<file path="src/rtl/selection_sort_engine_core_assert.svh">
// ----------------------------------------------------------------------------
// assertion macros for the selection sort engine
// uses the clk and rst_n names of the including module
// ----------------------------------------------------------------------------
`ifndef SELECTION_SORT_ENGINE_CORE_ASSERT_SVH
`define SELECTION_SORT_ENGINE_CORE_ASSERT_SVH

// same-cycle implication
`define SSORT_ASSERT_IMPL(label, ante, cons, msg) \
    label: assert property (@(posedge clk) disable iff (!rst_n) (ante) |-> (cons)) \
        else $error(msg);

// next-cycle implication
`define SSORT_ASSERT_NEXT(label, ante, cons, msg) \
    label: assert property (@(posedge clk) disable iff (!rst_n) (ante) |=> (cons)) \
        else $error(msg);

`endif

</file>
<file path="src/rtl/ssort_pkg.sv">
// ----------------------------------------------------------------------------
// ssort_pkg
// shared constants, controller states and command/status structs
// ----------------------------------------------------------------------------
`timescale 1ns / 1ps
`default_nettype none

package ssort_pkg;

    localparam int MAX_ELEMENTS = 64;
    localparam int DATA_W       = 32;
    localparam int IDX_W        = $clog2(MAX_ELEMENTS);
    localparam int CNT_W        = $clog2(MAX_ELEMENTS + 1);

    typedef enum logic [2:0] {
        S_COLLECT,
        S_PASS_START,
        S_SCAN,
        S_DRAIN,
        S_SWAP_A,
        S_SWAP_B,
        S_EMIT_RD,
        S_EMIT_LD
    } state_t;

    typedef struct packed {
        logic store_in;
        logic clr_set;
        logic pass_init;
        logic scan_rd;
        logic swap_a;
        logic swap_b;
        logic emit_init;
        logic emit_rd;
        logic out_load;
    } cmd_t;

    typedef struct packed {
        logic single;
        logic scan_end;
        logic outer_end;
        logic out_free;
    } sts_t;

endpackage

`default_nettype wire

</file>
<file path="src/rtl/ssort_ctrl.sv">
// ----------------------------------------------------------------------------
// ssort_ctrl
// sequencer for collect, selection passes, swap and emit phases
// ----------------------------------------------------------------------------
`timescale 1ns / 1ps
`default_nettype none

module ssort_ctrl (
    input  wire logic            clk,
    input  wire logic            rst_n,
    input  wire logic            in_valid,
    input  wire logic            in_last,
    input  wire ssort_pkg::sts_t sts,
    output ssort_pkg::cmd_t      cmd,
    output logic                 in_stall
);

    ssort_pkg::state_t state_reg;
    ssort_pkg::state_t state_next;

    always_ff @(posedge clk or negedge rst_n)
    begin
        if (!rst_n)
        begin
            state_reg <= ssort_pkg::S_COLLECT;
        end
        else
        begin
            state_reg <= state_next;
        end
    end

    always_comb
    begin
        state_next = state_reg;
        cmd        = '0;
        in_stall   = 1'b1;
        unique case (state_reg)
            ssort_pkg::S_COLLECT:
            begin
                in_stall = 1'b0;
                if (in_valid)
                begin
                    cmd.store_in = 1'b1;
                    if (in_last)
                    begin
                        state_next = ssort_pkg::S_PASS_START;
                    end
                end
            end
            ssort_pkg::S_PASS_START:
            begin
                if (sts.single)
                begin
                    cmd.emit_init = 1'b1;
                    state_next    = ssort_pkg::S_EMIT_RD;
                end
                else
                begin
                    cmd.pass_init = 1'b1;
                    state_next    = ssort_pkg::S_SCAN;
                end
            end
            ssort_pkg::S_SCAN:
            begin
                cmd.scan_rd = 1'b1;
                if (sts.scan_end)
                begin
                    state_next = ssort_pkg::S_DRAIN;
                end
            end
            // last compare lands at the end of this cycle
            ssort_pkg::S_DRAIN:
            begin
                state_next = ssort_pkg::S_SWAP_A;
            end
            ssort_pkg::S_SWAP_A:
            begin
                cmd.swap_a = 1'b1;
                state_next = ssort_pkg::S_SWAP_B;
            end
            ssort_pkg::S_SWAP_B:
            begin
                cmd.swap_b = 1'b1;
                if (sts.outer_end)
                begin
                    cmd.emit_init = 1'b1;
                    state_next    = ssort_pkg::S_EMIT_RD;
                end
                else
                begin
                    state_next = ssort_pkg::S_SCAN;
                end
            end
            ssort_pkg::S_EMIT_RD:
            begin
                cmd.emit_rd = 1'b1;
                state_next  = ssort_pkg::S_EMIT_LD;
            end
            ssort_pkg::S_EMIT_LD:
            begin
                if (sts.out_free)
                begin
                    cmd.out_load = 1'b1;
                    if (sts.scan_end)
                    begin
                        cmd.clr_set = 1'b1;
                        state_next  = ssort_pkg::S_COLLECT;
                    end
                    else
                    begin
                        state_next = ssort_pkg::S_EMIT_RD;
                    end
                end
            end
            default:
            begin
                state_next = ssort_pkg::S_COLLECT;
            end
        endcase
    end

endmodule

`default_nettype wire

</file>
<file path="src/rtl/ssort_dp.sv">
// ----------------------------------------------------------------------------
// ssort_dp
// element store, index counters, running minimum and output register
// ----------------------------------------------------------------------------
`timescale 1ns / 1ps
`default_nettype none

`include "selection_sort_engine_core_assert.svh"

module ssort_dp (
    input  wire logic                                clk,
    input  wire logic                                rst_n,
    input  wire ssort_pkg::cmd_t                     cmd,
    output ssort_pkg::sts_t                          sts,
    input  wire logic signed [ssort_pkg::DATA_W-1:0] value,
    input  wire logic                                out_stall,
    output logic                                     out_valid,
    output logic signed [ssort_pkg::DATA_W-1:0]      value_res,
    output logic                                     last_res,
    output logic                                     overflow
);

    logic [ssort_pkg::DATA_W-1:0] mem [ssort_pkg::MAX_ELEMENTS];

    logic [ssort_pkg::CNT_W-1:0] count_reg, count_next;
    logic [ssort_pkg::IDX_W-1:0] outer_reg, outer_next;
    logic [ssort_pkg::IDX_W-1:0] scan_reg, scan_next;
    logic [ssort_pkg::IDX_W-1:0] min_pos_reg, min_pos_next;
    logic                        dropped_reg, dropped_next;
    logic                        rd_vld_reg, rd_first_reg;
    logic [ssort_pkg::IDX_W-1:0] rd_pos_reg;

    logic signed [ssort_pkg::DATA_W-1:0] rd_data_reg;
    logic signed [ssort_pkg::DATA_W-1:0] min_val_reg, min_val_next;
    logic signed [ssort_pkg::DATA_W-1:0] outer_val_reg, outer_val_next;

    logic                                out_valid_reg, out_valid_next;
    logic signed [ssort_pkg::DATA_W-1:0] value_res_reg;
    logic                                last_res_reg, overflow_reg;

    logic                                full;
    logic [ssort_pkg::IDX_W-1:0]         last_idx;
    logic                                mem_we, mem_re;
    logic [ssort_pkg::IDX_W-1:0]         mem_wa;
    logic [ssort_pkg::DATA_W-1:0]        mem_wd;

    assign full     = (count_reg == ssort_pkg::CNT_W'(ssort_pkg::MAX_ELEMENTS));
    assign last_idx = ssort_pkg::IDX_W'(count_reg - ssort_pkg::CNT_W'(1));

    assign sts.single    = (last_idx == '0);
    assign sts.scan_end  = (scan_reg == last_idx);
    assign sts.outer_end = ((outer_reg + ssort_pkg::IDX_W'(1)) == last_idx);
    assign sts.out_free  = !out_valid_reg || !out_stall;

    // single write port shared by collect and the two swap cycles
    always_comb
    begin
        mem_we = 1'b0;
        mem_wa = scan_reg;
        mem_wd = value;
        priority if (cmd.store_in)
        begin
            mem_we = !full;
            mem_wa = count_reg[ssort_pkg::IDX_W-1:0];
            mem_wd = value;
        end
        else if (cmd.swap_a)
        begin
            mem_we = 1'b1;
            mem_wa = min_pos_reg;
            mem_wd = outer_val_reg;
        end
        else if (cmd.swap_b)
        begin
            mem_we = 1'b1;
            mem_wa = outer_reg;
            mem_wd = min_val_reg;
        end
        else
        begin
            mem_we = 1'b0;
            mem_wa = scan_reg;
            mem_wd = value;
        end
    end

    assign mem_re = cmd.scan_rd || cmd.emit_rd;

    always_ff @(posedge clk)
    begin
        if (mem_we)
        begin
            mem[mem_wa] <= mem_wd;
        end
        if (mem_re)
        begin
            rd_data_reg <= mem[scan_reg];
        end
    end

    always_comb
    begin
        count_next   = count_reg;
        dropped_next = dropped_reg;
        if (cmd.clr_set)
        begin
            count_next   = '0;
            dropped_next = 1'b0;
        end
        else if (cmd.store_in)
        begin
            if (full)
            begin
                dropped_next = 1'b1;
            end
            else
            begin
                count_next = count_reg + ssort_pkg::CNT_W'(1);
            end
        end
    end

    always_comb
    begin
        outer_next = outer_reg;
        if (cmd.clr_set)
        begin
            outer_next = '0;
        end
        else if (cmd.swap_b)
        begin
            outer_next = outer_reg + ssort_pkg::IDX_W'(1);
        end
    end

    always_comb
    begin
        scan_next = scan_reg;
        priority if (cmd.emit_init)
        begin
            scan_next = '0;
        end
        else if (cmd.pass_init)
        begin
            scan_next = outer_reg;
        end
        else if (cmd.swap_b)
        begin
            scan_next = outer_reg + ssort_pkg::IDX_W'(1);
        end
        else if (cmd.scan_rd || cmd.out_load)
        begin
            scan_next = scan_reg + ssort_pkg::IDX_W'(1);
        end
        else
        begin
            scan_next = scan_reg;
        end
    end

    // running minimum; the first element of a pass seeds it, ties keep the earlier one
    always_comb
    begin
        min_val_next   = min_val_reg;
        min_pos_next   = min_pos_reg;
        outer_val_next = outer_val_reg;
        if (rd_vld_reg)
        begin
            if (rd_first_reg)
            begin
                min_val_next   = rd_data_reg;
                min_pos_next   = rd_pos_reg;
                outer_val_next = rd_data_reg;
            end
            else if (rd_data_reg < min_val_reg)
            begin
                min_val_next = rd_data_reg;
                min_pos_next = rd_pos_reg;
            end
        end
    end

    always_comb
    begin
        out_valid_next = out_valid_reg && out_stall;
        if (cmd.out_load)
        begin
            out_valid_next = 1'b1;
        end
    end

    always_ff @(posedge clk or negedge rst_n)
    begin
        if (!rst_n)
        begin
            count_reg     <= '0;
            outer_reg     <= '0;
            scan_reg      <= '0;
            min_pos_reg   <= '0;
            dropped_reg   <= 1'b0;
            rd_vld_reg    <= 1'b0;
            out_valid_reg <= 1'b0;
        end
        else
        begin
            count_reg     <= count_next;
            outer_reg     <= outer_next;
            scan_reg      <= scan_next;
            min_pos_reg   <= min_pos_next;
            dropped_reg   <= dropped_next;
            rd_vld_reg    <= cmd.scan_rd;
            out_valid_reg <= out_valid_next;
        end
    end

    always_ff @(posedge clk)
    begin
        rd_first_reg  <= (scan_reg == outer_reg);
        rd_pos_reg    <= scan_reg;
        min_val_reg   <= min_val_next;
        outer_val_reg <= outer_val_next;
        if (cmd.out_load)
        begin
            value_res_reg <= rd_data_reg;
            last_res_reg  <= sts.scan_end;
            overflow_reg  <= dropped_reg;
        end
    end

    assign out_valid = out_valid_reg;
    assign value_res = value_res_reg;
    assign last_res  = last_res_reg;
    assign overflow  = overflow_reg;

    `SSORT_ASSERT_IMPL(a_count_bound, 1'b1,
        count_reg <= ssort_pkg::CNT_W'(ssort_pkg::MAX_ELEMENTS), "element count past capacity")
    `SSORT_ASSERT_IMPL(a_rd_in_set, rd_vld_reg, rd_pos_reg <= last_idx,
        "scan read beyond stored set")
    `SSORT_ASSERT_IMPL(a_min_in_range, cmd.swap_a,
        (min_pos_reg >= outer_reg) && (min_pos_reg <= last_idx), "minimum outside unsorted part")
    `SSORT_ASSERT_NEXT(a_next_pass, cmd.swap_b && !sts.outer_end, scan_reg == outer_reg,
        "next pass does not start at new outer position")

endmodule

`default_nettype wire

</file>
<file path="src/rtl/selection_sort_engine_core.sv">
// ----------------------------------------------------------------------------
// selection_sort_engine_core
// collects a set of signed words, sorts ascending by selection sort, emits it
// ----------------------------------------------------------------------------
//  channel | handshake            | payload
//  in      | in_valid / in_stall  | value[31:0] signed, last
//  out     | out_valid / out_stall| value_res[31:0] signed, last_res, overflow
//
//  collect takes one transfer per cycle; the set is sorted once last arrives
//  sort of n elements: one pass per position but the last; each pass scans
//  the unsorted part through the single read port of the store, then swaps
//  emit reads each result, then loads it once out_stall frees the output
//  in_stall is high from the last transfer until the last result is loaded
//  reset clears counters and control; store contents stay undefined
// ----------------------------------------------------------------------------
`timescale 1ns / 1ps
`default_nettype none

module selection_sort_engine_core (
    input  wire logic                                clk,
    input  wire logic                                rst_n,
    input  wire logic                                in_valid,
    output logic                                     in_stall,
    input  wire logic signed [ssort_pkg::DATA_W-1:0] value,
    input  wire logic                                last,
    output logic                                     out_valid,
    input  wire logic                                out_stall,
    output logic signed [ssort_pkg::DATA_W-1:0]      value_res,
    output logic                                     last_res,
    output logic                                     overflow
);

    ssort_pkg::cmd_t cmd;
    ssort_pkg::sts_t sts;

    ssort_ctrl u_ctrl (
        .clk      (clk),
        .rst_n    (rst_n),
        .in_valid (in_valid),
        .in_last  (last),
        .sts      (sts),
        .cmd      (cmd),
        .in_stall (in_stall)
    );

    ssort_dp u_dp (
        .clk       (clk),
        .rst_n     (rst_n),
        .cmd       (cmd),
        .sts       (sts),
        .value     (value),
        .out_stall (out_stall),
        .out_valid (out_valid),
        .value_res (value_res),
        .last_res  (last_res),
        .overflow  (overflow)
    );

endmodule

`default_nettype wire

</file>
<file path="config.mk">
export PLATFORM = sky130hd
export DESIGN_NAME = selection_sort_engine_core
export DESIGN_NICKNAME = d
export VERILOG_FILES = /design/src/rtl/ssort_pkg.sv /design/src/rtl/ssort_ctrl.sv /design/src/rtl/ssort_dp.sv /design/src/rtl/selection_sort_engine_core.sv
export VERILOG_INCLUDE_DIRS = /design/src /design/src/rtl
export SDC_FILE = /design/constraint.sdc
export NUM_CORES = 2
export LEC_CHECK = 0
export BUFFER_PORTS_ARGS = -buffer_cell sky130_fd_sc_hd__buf_2
export CORE_AREA = 2 2 466 468
export DETAILED_ROUTE_END_ITERATION = 10
export DIE_AREA = 0 0 468 470
export PLACE_DENSITY = 0.58
export SLEW_MARGIN = 20
export SYNTH_ARGS = -nofsm -noshare
export SYNTH_HDL_FRONTEND = slang
export SYNTH_HIERARCHICAL = 1
export SYNTH_SLANG_ARGS = --single-unit
</file>
<file path="constraint.sdc">
create_clock -name clk -period 7.77 [get_ports clk]
set_input_delay 0.3885 -clock clk [delete_from_list [all_inputs] [get_ports clk]]
set_output_delay 0.3885 -clock clk [all_outputs]
set_load 0.01 [all_outputs]
</file>
==> flow_summary_export.csv <==
group,metric,value,unit
die,boundaryPins,73,
critical_path,cp-start-kind,"flop",
die,design.core.area,216000,um^2
synth,async_flop_share,1.40,%
clock_network,cts_hold_buf,2,
routing,final_antenna_net_count,0,
final_layout,mostFrequentLayoutCells,"edfxtp_1 (2178), mux4_2 (672), clkbuf_16 (216)",
clock_network,cts_buffers,216,
outcome,status,"complete, no violations",
timing,clock.fmax,217,MHz
critical_path,path_max_fanout,35,
timing,finalHoldViolCount,0,
critical_path,cp.required,8.28,ns
timing,finalMaxSlewViolations,0,
critical_path,reg2reg_setup_slack,3.17,ns
timing,fin_crit,4.60,ns
power,ir_drop,0.302,mV
synth,synthCells,3630,
grt,grt_max_degree,122,
final_layout,largest-register,"u_dp/mem",
critical_path,max_stage_delay,0.72,ns
final_layout,nets,3923,
placed_design,dp_hpwl,120,mm
synth,ys_warn_count,6,
routing,wirelength,209,mm
synth,avgSynthCellArea,23.5,um^2
power,p_per_area,388,nW/um^2
timing,hold_slack,0.0523,ns
clock_network,cts_tree,"built",
die,die_w,468,um
timing,finalSetupViolCount,0,
synth,synth-edff-count,2178,
grt,grt_pass1_vias,39382,
timing,worst_pin_slew,1.13,ns
routing,wl_per_cell,30.3,um
critical_path,worst_setup_path_end_kind,"flop",
critical_path,cp_common_cell,"buf_4",
grt,grt_util_all_layers,18.9,%
routing,remaining_drc_errors,0,
synth,synth_area,85500,um^2
critical_path,path_cells,"nor2_2 > and2_2 > buf_4 > o21bai_4 > o2bb2ai_1 > nand2_1 > nor2_4 > buf_4",
routing,dr.pass1.iters,6,
timing,finClkSkew,0.0294,ns
hold_path,hold_path_class,"input port to flop",
timing,rsz0062_at_grt,"false",
synth,ys_ff_latch,2216,
clock_network,cts_root_buffer,"clkbuf_16",
final_layout,largest_register_ffs,2048,
routing,vias_per_cell,5.70,
placed_design,gp_congestion,0.821,
die,std_cell_rows,171,
timing,fin_crit_sh,59.2,%
final_layout,area_delta_synth_final,14.4,%
clock_network,cts_resized,0,
synth,ys.flop_type,"edfxtp_1",
timing,finalSetupTns,0,ns
clock_network,numClockSinks,2216,
synth,syn_nets,3703,
final_layout,drive_gt1_share,31.8,%
timing,max_slew_margin,24.8,%
synth,ys_seq_area_share,77.6,%
grt,antenna_found_initial,24,
placed_design,io_buffers,72,
die,die_height,470,um
clock_network,htreeDepth,4,
die,die-area,220000,um^2
grt,grt_overflow,0,
routing,drtIter0Drc,4602,
critical_path,cp_slowest_cell,"nor2_4",
grt,grt_pass1_wl,297,mm
critical_path,arrival,5.11,ns
critical_path,critical_path_class,"flop to flop",
synth,synthDistinctLibCells,57,
power,power.leakage,30.0,nW
routing,vias,39276,
die,start_util,39.6,%
clock_network,cts_buffer_depth,3,
clock_network,clk_pin_slew,0.06,ns
clock_network,cts_setup_buffers,0,
final_layout,utilization,45.4,%
final_layout,layout_commonest_cell,"edfxtp_1",
clock_network,clock_latency,0.86,ns
flow_run,cap_violations,0,
[report_power, final]
group	internal [mW]	total (mW)	switching (mW)	leakage [nW]
registers	15.3	16.1	0.799	20.1
clock network	6.05	10.5	4.50	3.45
logic	4.43	11.2	6.80	6.51
total	25.8	37.9	12.1	30.0
[worst paths after layout]
path                                     start  cells after the start                  end
hold reg to reg             u_dp/rd_pos_reg[4]                      1  u_dp/min_pos_reg[4]
setup reg to reg           u_ctrl/state_reg[0]                      8     u_dp/mem[32][29]
hold / removal                        value[5]                      3       u_dp/mem[2][5]
min in group asynchronous                rst_n                      2       u_dp/out_valid
max in group asynchronous                rst_n                      2     u_dp/scan_reg[3]
setup / recovery           u_ctrl/state_reg[0]                      8     u_dp/mem[32][29]
[Yosys cell counts (9+ instances only)]
| cell type | n | area share, % |
|---|---|---|
| buf_1 | 16 | 0.070 |
| nand3_1 | 10 | 0.059 |
| dfrtp_1 | 31 | 0.91 |
| nand2_1 | 83 | 0.36 |
| nor2_1 | 106 | 0.47 |
| xnor2_1 | 19 | 0.19 |
| nor3_1 | 16 | 0.094 |
| edfxtp_1 | 2178 | 77 |
| clkbuf_1 | 119 | 0.52 |
| xor2_1 | 20 | 0.20 |
| buf_2 | 54 | 0.32 |
| nand4_1 | 9 | 0.066 |
| a22oi_1 | 32 | 0.28 |
| mux4_2 | 672 | 18 |
| ha_1 | 36 | 0.53 |
| o21ai_0 | 52 | 0.30 |
| a21oi_1 | 29 | 0.17 |
| inv_1 | 49 | 0.22 |
[per-layer routing]
metal / global-route usage [%] / vias up / share of wire (%)
li1: - / 15948 / -
met1: 29.1 / 21611 / 44
met2: 28.3 / 1483 / 46
met3: 3.34 / 232 / 7.7
met4: 4.15 / 2 / 1.8
met5: 0 / - / 0.0062
[cell families (layout without fill, tap and decap cells)]
family          count (synthesis)  after routing  synth area share, %
flops                        2216           2216                 77.6
mux                           682            682                 17.8
simple gates                  258            258                 1.32
buf+inv                       243            644                 1.19
compound gates                156            156                 1.14
xor+xnor                       39             39                0.400
fa+ha+maj                      36             36                0.527
other cells                     0              5                    0
[final cells by class]
cell class / count / area [um^2]
clock inverter: 123 / 1520
inverter: 49 / 184
antenna: 5 / 12.5
multi-input combinational: 1171 / 19000
tap: 2854 / 3570
timing repair buffer: 196 / 1520
sequential: 2216 / 66300
clock buffer: 276 / 5630
fill: 17849 / 118000
[metrics by stage]
| step | setup WS [ns] | area [um^2] | cells | power (mW) |
|---|---|---|---|---|
| 2_1_floorplan | 2.49 | 85500 | 3630 | 23.2 |
| 3_3_place_gp | 3.21 | 90400 | 6476 | 27.6 |
| 3_5_place_dp | 3.16 | 90400 | 6476 | 27.7 |
| 4_1_cts | 3.14 | 97600 | 6877 | 38.2 |
| 5_1_grt | 2.96 | 97800 | 6886 | 39.3 |
| 6_report | 3.17 | 97800 | 6890 | 37.9 |
[critical path, delay by kind of cell (launching register included)]
kind                   cells  cell delay (ns)
AOI/OAI and AO/OA          2             0.82
buffers and inverters      2             0.85
DFF                        1             0.48
and+or+nand+nor            4             2.04
No activity file was read; power rests on OpenSTA's default activity.
